File: config.mk
export PLATFORM = sky130hd
export DESIGN_NAME = olasd_cell
export DESIGN_NICKNAME = d
export VERILOG_FILES = /design/src/rtl/olasd_pkg.sv /design/src/rtl/olasd_cell.sv
export SDC_FILE = /design/constraint.sdc
export NUM_CORES = 1
export LEC_CHECK = 0
export BUFFER_PORTS_ARGS = -buffer_cell sky130_fd_sc_hd__buf_2
export CORE_MARGIN = 4
export CORE_UTILIZATION = 44
export CTS_BUF_LIST = sky130_fd_sc_hd__clkbuf_2
export CTS_CLUSTER_SIZE = 25
export DETAILED_ROUTE_END_ITERATION = 10
export PLACE_DENSITY = 0.88
export SLEW_MARGIN = 20
export SYNTH_ARGS = -nofsm -noshare
export SYNTH_HDL_FRONTEND = slang
export SYNTH_SLANG_ARGS = --single-unit
File: constraint.sdc
create_clock -name clk -period 6.29 [get_ports clk]
set_input_delay 0.9435 -clock clk [delete_from_list [all_inputs] [get_ports clk]]
set_output_delay 0.9435 -clock clk [all_outputs]
set_load 0.1 [all_outputs]
File: src/rtl/olasd_pkg.sv
// Package for the ordered list with append, search and delete.
// Holds the list depth, field widths, operation and status codes and the
// control struct that the top level hands to every list cell.
`default_nettype none
package olasd_pkg;

	localparam int DEPTH    = 16;
	localparam int VAL_W    = 32;
	localparam int KIND_W   = 2;
	localparam int STATUS_W = 3;
	localparam int CNT_W    = 5;

	typedef enum logic [KIND_W-1:0] {
		KIND_APPEND = 2'd0,
		KIND_SEARCH = 2'd1,
		KIND_DELETE = 2'd2
	} kind_t;

	typedef enum logic [STATUS_W-1:0] {
		ST_APPENDED  = 3'd0,
		ST_FOUND     = 3'd1,
		ST_NOT_FOUND = 3'd2,
		ST_EMPTY     = 3'd3,
		ST_FULL      = 3'd4
	} status_t;

	typedef struct packed {
		logic             capture;
		logic             shift;
		logic [VAL_W-1:0] cmp_value;
		logic [VAL_W-1:0] app_value;
	} olasd_ctl_t;

endpackage
`default_nettype wire

File: src/rtl/olasd_cell.sv
// One cell of the list chain: holds one entry, registers its compare result
// and takes its neighbor's entry when a delete closes the gap.
// Depends on olasd_pkg.
`default_nettype none
module olasd_cell
	import olasd_pkg::*;
(
	input  wire logic             clk,
	input  wire logic             arst_n,
	input  wire olasd_ctl_t       ctl,
	input  wire logic             occupied,
	input  wire logic             append_we,
	input  wire logic             found_in,
	input  wire logic [VAL_W-1:0] next_entry,
	output logic                  match,
	output logic                  found_out,
	output logic [VAL_W-1:0]      entry
);

	logic [VAL_W-1:0] entry_q;
	logic             match_s1;

	assign entry     = entry_q;
	assign match     = match_s1;
	assign found_out = found_in | match_s1;

	always_ff @(posedge clk or negedge arst_n) begin
		if (!arst_n) begin
			match_s1 <= 1'b0;
		end else if (ctl.capture) begin
			match_s1 <= occupied & (entry_q == ctl.cmp_value);
		end
	end

	always_ff @(posedge clk) begin
		if (ctl.shift && found_out) begin
			entry_q <= next_entry;
		end else if (append_we) begin
			entry_q <= ctl.app_value;
		end
	end

endmodule
`default_nettype wire

==> results.tsv, run 1 <==
stage	metric	value	unit
run_status	status	finished, final reports clean	
yosys	XOR/XNOR Fraction of Synth Area	0.159	
clock_network	cts repair resizes	0	
clock_network	Root Buffer	clkbuf_2	
placed_design	Final GP Congestion	0.771	
yosys	mux cell area share after synthesis	0.205	
yosys	top-count cell post-synth	edfxtp_1	
yosys	sequential area share after synthesis	0.561	
yosys	Post-Synthesis Cells	116	
clock_network	clk sink count	33	
timing	Final Critical Period	2500	ps
timing	worst rel slew slack	0.610	
placed_design	Inst Count DP	299	
yosys	simple-gate area share of the yosys netlist	0.0569	
timing	f_max	400	MHz
cells_and_area	nets	361	
worst_setup_path	kind of start point of the critical path	input pin	
yosys	syn_area_per_cell	15.2	sq um
global_route	largest net degree at the start of global routing	25	
yosys	Compound-Gate Fraction of Synth Area	0.00712	
yosys	dominant synthesized flop cell	edfxtp_1	
timing	Final Cycle Share	0.398	
timing	Setup-failing EPs final	0	
job	max cap viols	0	
yosys	Yosys cell types	17	
floorplan	io pins	137	
pwr	Sw Share	0.416	
timing	unrepaired setup endpoints after global routing	no	
global_route	first-pass GRT wire length	7.42	mm
cells_and_area	ratio of cells with drive above 1 in the final layout	0.579	
timing	Tightest Pin Transition	584	ps
worst_setup_path	Reg2Reg Capture Point	entry[20]	
cells_and_area	ant diodes	0	
clock_network	CTS tree	built	
clock_network	CTS max path bufs	2	
floorplan	die area	0.00507	sq mm
worst_setup_path	flop-to-flop setup slack	4260	ps
yosys	largest family of logic cells by synthesized area	multiplexers	
pwr	cell-internal power	0.354	mW
yosys	Post-synth EDFFs	32	
cells_and_area	non-filler instance count after layout	307	
timing	setup TNS	0	ps
routing	Routed WL	4.78	mm
pwr	pwr dens	239	mW/mm^2
floorplan	Initial Util	0.466	
placed_design	Port Buffers	136	
global_route	total grt overflow	0	
pwr	Reg power frac	0.455	
pwr	Clk pwr share	0.162	
worst_setup_path	CP endpoint kind	output pin	
floorplan	# rows	22	
worst_setup_path	critical path type	input pin to output pin	
clock_network	hold_buf cts	0	
clock_network	Post-CTS Setup Bufs	0	
yosys	Seq cells post-synth	33	
worst_setup_path	data arrival time of the worst path	1560	ps
yosys	Post-Syn Area	0.00176	sq mm
yosys	Syn. warnings	0	
pwr	Max IR drop VDD	150	uV
cells_and_area	area grow syn2layout	44.3	%
global_route	vias in the first global route	1687	
pwr	Sw Pwr	0.253	mW
routing	average wire per cell in the routed design	15.6	microns
min_path	HP Class	input pin to asynchronous set/reset pin	
routing	DR vias/cell	4.81	
worst_setup_path	R2R cell count	4	
routing	Remaining DRCs	0	
clock_network	clock latency on the worst-skew pair	370	ps
timing	Hold Fails Final Rpt	0	
worst_setup_path	Reg-to-Reg Start	match	
pwr	Leakage	1.17	nW
timing	Clock Skews	12.7	ps
clock_network	clock slew at reported path FFs	150	ps
worst_setup_path	Req. time, crit path	5350	ps
pwr	Gate power share	0.383	
routing	Post-DRT Antenna Nets	0	
yosys	area leader, netlist	edfxtp_1	
floorplan	Die Height	71.2	microns
yosys	syn_nets	219	
yosys	Synth area leaders	edfxtp_1 55%, mux2_1 19%, xor2_1 10%	
yosys	Synth Area in Adders	0	
routing	DRT iter0 DRCs	28	
worst_setup_path	CP Launch Point	found_in	
yosys	ys async rst share	0.0303	
worst_setup_path	worst-path fanout max	2	
placed_design	post-DP HPWL	4.12	mm
routing	Initial DRT Pass Iterations	2	
yosys	top-area cell type share of the netlist area	0.547	
timing	count of pins over their slew limit	0	
global_route	Tot GR Track Use	0.192	
clock_network	CTS Buf Count	5	
global_route	antenna violations before repair	0	
floorplan	DIE WIDTH	71.2	microns
floorplan	core area	0.00377	sq mm
clock_network	H-tree depth	2	
routing	DR vias	1477	
yosys	Synth top cells by count	32 x edfxtp_1, 29 x mux2_1, 20 x xor2_1, 12 x xnor2_1, 5 x nor4_1	
[per-stage QoR]
stage                     utilization  hold WS, ps  total power [mW]  setup WS [ps]  cell area, sq um
after floorplan                     -          648             0.454           2850              1760
after global placement          0.663          561             0.512           3640              2500
after CTS                       0.673          311             0.611           3790              2540
after detailed placement        0.663          569             0.515           3600              2500
after global routing            0.673          282             0.633           3770              2540
final                           0.673          323             0.607           3790              2540
[cell type report]
class                   count  area [sq um]
clock buffers               7          35.0
fillers                   299          1230
clock inverters             1          3.75
well taps                  48          60.1
flip-flops and latches     33           986
inverters                   1          3.75
repair buffers            138           696
multi-input cells          79           753
[worst max-delay path by stage]
stage / end / slack, ps / cells past startpoint
after floorplan: entry[0] / 2850 / 4
after global placement: entry[7] / 3640 / 5
after detailed placement: entry[15] / 3600 / 5
after CTS: found_out / 3790 / 3
after global routing: found_out / 3770 / 3
final: found_out / 3790 / 3
[sequential cells by signal (all words and copies together) (netlist names)]
signal	cells
entry	32
match	1
[power by group through the flow]
| stage | combinational (mW) | sequential (mW) | clock, mW |
|---|---|---|---|
| final | 0.232 | 0.276 | 0.0984 |
| after global routing | 0.244 | 0.279 | 0.111 |
| after CTS | 0.235 | 0.276 | 0.100 |
| after detailed placement | 0.234 | 0.281 | 0 |
| after global placement | 0.231 | 0.281 | 0 |
| after floorplan | 0.0463 | 0.408 | 0 |
[layout by cell type, fill, tap and decap left out]
cell,netlist,routed
edfxtp_1,32,32
dfrtp_1,1,1
mux2_2,3,3
o22ai_2,1,1
mux2_1,29,29
xor2_1,20,20
or2_1,1,1
nand2_1,1,1
nand4_4,1,1
xnor2_1,12,12
nand2b_1,1,1
clkinv_1,0,1
nand3_1,1,1
buf_2,3,136
clkbuf_2,0,7
nor4_1,5,5
inv_1,1,1
or4_1,1,1
buf_4,0,2
nand4_1,3,3
[critical path: stages]
cell	delay (ps)
buf_2	80
or2_1	100
buf_2	430
[metal layers]
layer	part of all wire	GRT usage
met5	0	0
met2	0.55	0.367
met4	0.020	0.0752
met3	0.11	0.0715
met1	0.32	0.183
[kinds of logic after synthesis]
group           Yosys count
flops                    33
xor+xnor                 32
mux                      32
simple gates             14
buf+inv                   4
compound gates            1
No activity file was read; power rests on OpenSTA's default activity.
==> run 2, diff against run 1 <==
--- a/config.mk
+++ b/config.mk
@@ -7,11 +7,11 @@
 export LEC_CHECK = 0
 export BUFFER_PORTS_ARGS = -buffer_cell sky130_fd_sc_hd__buf_2
 export CORE_MARGIN = 4
-export CORE_UTILIZATION = 44
+export CORE_UTILIZATION = 37
 export CTS_BUF_LIST = sky130_fd_sc_hd__clkbuf_2
 export CTS_CLUSTER_SIZE = 25
 export DETAILED_ROUTE_END_ITERATION = 10
-export PLACE_DENSITY = 0.88
+export PLACE_DENSITY = 0.79
 export SLEW_MARGIN = 20
 export SYNTH_ARGS = -nofsm -noshare
 export SYNTH_HDL_FRONTEND = slang
==> constraint.sdc (replaced) <==
create_clock -name clk -period 2.2 [get_ports clk]
set_input_delay 0.33 -clock clk [delete_from_list [all_inputs] [get_ports clk]]
set_output_delay 0.33 -clock clk [all_outputs]
set_load 0.1 [all_outputs]
==> run 2 against run 1 <==
Effect of this change:
- total power rose to 2.8 times the previous value
- via count shrank 2.2%
- combinational power rose to 2.9 times the previous value
- clock skew is 6.4 ps higher
- global-route usage is 3.6 points lower
- sequential cell count did not move
- clock power rose to 2.6 times the previous value
==> results.tsv, run 2 (synthesized netlist as in run 1, its figures left out) <==
stage	metric	value	unit
run_status	status	finished, final reports clean	
global_route	vias in the first global route	1601	
worst_setup_path	CP endpoint kind	flip-flop	
cells_and_area	commonest non-fill, non-tap cell in the layout	buf_2	
routing	Initial DRT Pass Iterations	3	
clock_network	CTS max path bufs	2	
clock_network	Root Buffer	clkbuf_2	
placed_design	post-DP HPWL	3.77	mm
clock_network	clk sink count	33	
timing	Final Cycle Share	0.833	
pwr	Sw Share	0.414	
timing	count of pins over their slew limit	0	
placed_design	Inst Count DP	302	
worst_setup_path	kind of start point of the critical path	flip-flop	
cells_and_area	max FFs per register	32	
floorplan	io pins	137	
timing	unrepaired setup endpoints after global routing	no	
routing	DRT iter0 DRCs	11	
timing	f_max	545	MHz
routing	DR vias	1444	
clock_network	hold_buf cts	1	
pwr	cell-internal power	1.01	mW
routing	average wire per cell in the routed design	14.6	microns
global_route	antenna violations before repair	0	
cells_and_area	Design Area, Final	0.00256	sq mm
global_route	first-pass GRT wire length	7.28	mm
clock_network	Post-CTS Setup Bufs	0	
timing	final worst slack	366	ps
worst_setup_path	CP Buf/Inv Count	0	
routing	Post-DRT Antenna Nets	0	
pwr	pwr dens	669	mW/mm^2
routing	Remaining DRCs	0	
worst_setup_path	Req. time, crit path	2470	ps
routing	DR vias/cell	4.66	
cells_and_area	ant diodes	0	
floorplan	# rows	24	
pwr	Max IR drop VDD	400	uV
clock_network	clock slew at reported path FFs	160	ps
worst_setup_path	peak per-stage delay on the critical path	560	ps
clock_network	CTS Buf Count	5	
cells_and_area	Final Util	0.573	
job	max cap viols	0	
timing	hold_ws	181	ps
clock_network	cts repair resizes	0	
pwr	Final Power	1.71	mW
global_route	largest net degree at the start of global routing	34	
timing	Setup-failing EPs final	0	
cells_and_area	ratio of cells with drive above 1 in the final layout	0.585	
floorplan	DIE WIDTH	76.9	microns
cells_and_area	Seq. cell area	987	sq um
cells_and_area	# fillers	391	
cells_and_area	multi-input logic area	763	sq um
global_route	Tot GR Track Use	0.157	
pwr	Sw Pwr	0.709	mW
worst_setup_path	critical path type	flip-flop to flip-flop	
clock_network	clock latency on the worst-skew pair	360	ps
clock_network	H-tree depth	2	
worst_setup_path	slowest CP cell	or4_1	
cells_and_area	non-filler instance count after layout	310	
pwr	Clk pwr share	0.152	
floorplan	Die Height	76.9	microns
worst_setup_path	worst-path fanout max	2	
clock_network	CTS tree	built	
placed_design	worst slack at placement	348	ps
pwr	Leakage	1.18	nW
timing	Final Critical Period	1830	ps
pwr	Reg power frac	0.459	
timing	setup TNS	0	ps
pwr	Gate power share	0.389	
worst_setup_path	data arrival time of the worst path	2110	ps
floorplan	core area	0.00447	sq mm
global_route	total grt overflow	0	
floorplan	Initial Util	0.393	
routing	Routed WL	4.52	mm
timing	worst rel slew slack	0.668	
placed_design	Final GP Congestion	0.748	
timing	Clock Skews	19.2	ps
timing	Tightest Pin Transition	502	ps
worst_setup_path	Cell Chain, Critical Path	xor2_1 -> nor4_1 -> nand4_1 -> or4_1 -> o22ai_2	
worst_setup_path	cell family with most CP delay	simple AND/OR/NAND/NOR gates	
cells_and_area	area grow syn2layout	45.8	%
min_path	HP Class	input pin to flip-flop	
placed_design	Port Buffers	136	
floorplan	die area	0.00592	sq mm
cells_and_area	commonest non-fill, non-tap cells in the layout	136 x buf_2, 32 x edfxtp_1, 29 x mux2_1	
placed_design	area post-placement	0.00252	sq mm
cells_and_area	nets	361	
timing	Hold Fails Final Rpt	0	
## run 2: changes by cell type in the layout (fill, tap and decap cells not counted)
cell | before | now
buf_12 | 0 | 1
buf_4 | 2 | 0
clkbuf_2 | 7 | 6
dfrtp_1 | 1 | 0
dfrtp_2 | 0 | 1
dlygate4sd3_1 | 0 | 1
nand2b_1 | 1 | 0
nand2b_4 | 0 | 1
or2_1 | 1 | 0
or2_4 | 0 | 1
## run 2: cell type report
class,count,share of cell area
multi-input combinational,79,0.298
tap,52,0.0254
sequential,33,0.385
inverter,1,0.00146
clock buffer,6,0.0117
timing repair buffer,138,0.277
clock inverter,1,0.00146
## run 2: path summary, 6_finish.rpt
| check | endpoint | slack (ps) | cells after the start | from |
|---|---|---|---|---|
| min in group asynchronous | match | 300 | 2 | arst_n |
| max in group asynchronous | match | 1810 | 2 | arst_n |
| hold reg to reg | match | 600 | 2 | match |
| setup reg to reg | match | 370 | 5 | entry[17] |
| setup / recovery | match | 370 | 5 | entry[17] |
| hold / removal | match | 180 | 2 | ctl[65] |
## run 2: power by group through the flow
| stage | Combinational, mW | Clock (mW) | Sequential [mW] |
|---|---|---|---|
| final | 0.667 | 0.260 | 0.787 |
| after global placement | 0.665 | 0 | 0.799 |
| after floorplan | 0.135 | 0 | 1.17 |
| after global routing | 0.702 | 0.307 | 0.795 |
| after CTS | 0.674 | 0.273 | 0.788 |
| after detailed placement | 0.671 | 0 | 0.803 |
## run 2: routing by layer
layer | vias to the layer above | share of wire | GRT usage
met5 | - | 0 | 0
met4 | 0 | 0.016 | 0.0598
met3 | 7 | 0.091 | 0.0527
met2 | 74 | 0.55 | 0.292
met1 | 648 | 0.34 | 0.160
li1 | 715 | - | -
==> run 3, diff against run 2 <==
--- a/config.mk
+++ b/config.mk
@@ -5,13 +5,14 @@
 export SDC_FILE = /design/constraint.sdc
 export NUM_CORES = 1
 export LEC_CHECK = 0
+export ABC_AREA = 1
 export BUFFER_PORTS_ARGS = -buffer_cell sky130_fd_sc_hd__buf_2
 export CORE_MARGIN = 4
-export CORE_UTILIZATION = 37
+export CORE_UTILIZATION = 44
 export CTS_BUF_LIST = sky130_fd_sc_hd__clkbuf_2
 export CTS_CLUSTER_SIZE = 25
 export DETAILED_ROUTE_END_ITERATION = 10
-export PLACE_DENSITY = 0.79
+export PLACE_DENSITY = 0.83
 export SLEW_MARGIN = 20
 export SYNTH_ARGS = -nofsm -noshare
 export SYNTH_HDL_FRONTEND = slang
==> constraint.sdc (replaced) <==
create_clock -name clk -period 1.8 [get_ports clk]
set_input_delay 0.27 -clock clk [delete_from_list [all_inputs] [get_ports clk]]
set_output_delay 0.27 -clock clk [all_outputs]
set_load 0.1 [all_outputs]
==> run 3 against run 2 <==
Effect of this change:
- utilization increased by 6.5 points
- combinational power rose by 66%
- clock power increased by 33%
- critical path type is now flip-flop to output pin
==> results.tsv, run 3 <==
stage	metric	value	unit
global_route	vias in the first global route	1744	
cells_and_area	ratio of cells with drive above 1 in the final layout	0.525	
timing	f_max	587	MHz
routing	Routed WL	5.05	mm
yosys	ys async rst share	0.0303	
placed_design	Final GP Congestion	0.772	
min_path	Worst Min Path Start	ctl[65]	
clock_network	CTS tree	built	
floorplan	die area	0.00598	sq mm
timing	final worst slack	96.7	ps
timing	setup TNS	0	ps
cells_and_area	commonest non-fill, non-tap cells in the layout	135 x buf_2, 55 x nand2_1, 37 x inv_1	
min_path	WHS Endpoint	match	
worst_setup_path	Req. time, crit path	1530	ps
worst_setup_path	CP endpoint kind	output pin	
job	max cap viols	0	
routing	DR vias/cell	4.58	
worst_setup_path	Reg2Reg Capture Point	entry[31]	
global_route	Tot GR Track Use	0.170	
worst_setup_path	R2R cell count	3	
cells_and_area	# fillers	377	
yosys	Post-Synthesis Cells	201	
global_route	first-pass GRT wire length	7.97	mm
yosys	Post-Syn Area	0.00211	sq mm
worst_setup_path	Cell Chain, Critical Path	or2_4 -> clkbuf_4	
yosys	dominant synthesized flop cell	edfxtp_1	
yosys	syn_nets	304	
clock_network	H-tree depth	2	
floorplan	DIE WIDTH	77.3	microns
placed_design	post-DP HPWL	4.17	mm
clock_network	Root Buffer	clkbuf_2	
cells_and_area	commonest non-fill, non-tap cell in the layout	buf_2	
floorplan	Initial Util	0.469	
routing	Post-DRT Antenna Nets	0	
yosys	area leader, netlist	edfxtp_1	
timing	unrepaired setup endpoints after global routing	no	
worst_setup_path	slowest CP cell	dfrtp_4	
pwr	Max IR drop VDD	462	uV
routing	DRT iter0 DRCs	37	
cells_and_area	max FFs per register	32	
yosys	sequential area share after synthesis	0.467	
routing	DR WL met2	2.55	mm
yosys	Post-synth EDFFs	32	
clock_network	clock latency on the worst-skew pair	370	ps
timing	count of pins over their slew limit	0	
min_path	hold path cells	4	
clock_network	clk sink count	33	
routing	M1 WL	2.00	mm
timing	Final Cycle Share	0.946	
global_route	total grt overflow	0	
routing	DR vias	1810	
yosys	Yosys cell types	16	
yosys	Synth top cells by count	56 x nand2_1, 37 x inv_1, 32 x edfxtp_1, 29 x mux2_4, 18 x nor2_1	
global_route	antenna violations before repair	0	
pwr	Leakage	1.58	nW
pwr	pwr dens	854	mW/mm^2
clock_network	clock slew at reported path FFs	160	ps
timing	worst rel slew slack	0.672	
floorplan	Die Height	77.3	microns
worst_setup_path	Reg-to-Reg Start	match	
cells_and_area	nets	445	
global_route	largest net degree at the start of global routing	34	
yosys	Seq cells post-synth	33	
floorplan	core area	0.00450	sq mm
yosys	Synth area leaders	edfxtp_1 45%, mux2_4 21%, nand2_1 9.9%	
worst_setup_path	data arrival time of the worst path	1430	ps
timing	Hold Fails Final Rpt	0	
yosys	Syn. warnings	0	
routing	average wire per cell in the routed design	12.8	microns
min_path	HP Class	input pin to flip-flop	
yosys	top-area cell type share of the netlist area	0.455	
placed_design	Port Buffers	136	
worst_setup_path	kind of start point of the critical path	flip-flop	
worst_setup_path	critical path type	flip-flop to output pin	
placed_design	worst slack at placement	131	ps
routing	highest routed layer	met4	
clock_network	Post-CTS Setup Bufs	0	
cells_and_area	ant diodes	0	
routing	Remaining DRCs	0	
worst_setup_path	peak per-stage delay on the critical path	510	ps
routing	Initial DRT Pass Iterations	4	
yosys	syn_area_per_cell	10.5	sq um
timing	Clock Skews	9.99	ps
floorplan	# rows	24	
timing	Setup-failing EPs final	0	
routing	DR WL met3	451	microns
timing	hold_ws	164	ps
floorplan	io pins	137	
timing	Final Critical Period	1700	ps
run_status	status	finished, final reports clean	
worst_setup_path	flop-to-flop setup slack	140	ps
yosys	top-count cell post-synth	nand2_1	
clock_network	CTS max path bufs	2	
clock_network	CTS Buf Count	5	
worst_setup_path	worst-path fanout max	3	
cells_and_area	area grow syn2layout	36.0	%
timing	Tightest Pin Transition	496	ps
[run 3: cell types whose count changed after synthesis, moves of 3 or more]
cell and change:
nand2_1 +55, inv_1 +36, mux2_1 -29, mux2_4 +29, nor2_1 +18, xor2_1 -18, nor4_1 -5, buf_12 +3
buf_2 -3
[run 3: cell families after synthesis]
kind of cell           share of synthesized area
XOR/XNOR                                  0.0497
flip-flops                                 0.467
buffers and inverters                     0.0941
AND/OR/NAND/NOR                            0.162
multiplexers                               0.222
AO/OA/AOI/OAI                            0.00533
[run 3: power breakdown]
group | internal, mW | total (mW) | switching (mW)
combinational | 0.289 | 1.11 | 0.818
clock | 0.0907 | 0.346 | 0.255
sequential | 0.945 | 1.00 | 0.0549
total | 1.32 | 2.45 | 1.13
[run 3: critical path, delay by kind of cell, from the launching register on]
| kind | cells | cell delay, ps |
|---|---|---|
| buf+inv | 1 | 290 |
| simple gates | 1 | 270 |
| flops | 1 | 510 |
[run 3: cell type report]
type	instances	area, sq um	share of cell area
flip-flops and latches	33	990	0.344
multi-input cells	128	945	0.329
repair buffers	137	693	0.241
inverters	37	139	0.0483
well taps	52	65.1	0.0226
clock buffers	5	25.0	0.00871
clock inverters	3	17.5	0.00609
[run 3: timing repair]
action | CTS | global route
resized for setup | 0 | 1
endpoints found under the setup margin | 0 | 1
endpoints found under the hold margin | 1 | 0
hold buffers | 1 | 0
[run 3: worst max path at each step]
stage | slack, ps | start | end
after floorplan | -70 | match | entry[22]
after global placement | 150 | match | entry[1]
after detailed placement | 130 | match | entry[31]
after CTS | 50 | match | found_out
after global routing | 1 | match | found_out
final | 100 | match | found_out
[run 3: per-layer routing]
metal | vias to the layer above | global-route usage
met1 | 790 | 0.192
li1 | 929 | -
met5 | - | 0
met4 | 0 | 0.0374
met3 | 5 | 0.0609
met2 | 86 | 0.305
[run 3: metrics by stage]
| stage | util | area, sq um | cells | power (mW) |
|---|---|---|---|---|
| after floorplan | - | 2130 | 201 | 1.90 |
| after global placement | 0.626 | 2820 | 386 | 2.11 |
| after detailed placement | 0.626 | 2820 | 386 | 2.13 |
| after CTS | 0.638 | 2870 | 395 | 2.48 |
| after global routing | 0.638 | 2870 | 395 | 2.57 |
| final | 0.638 | 2870 | 395 | 2.45 |
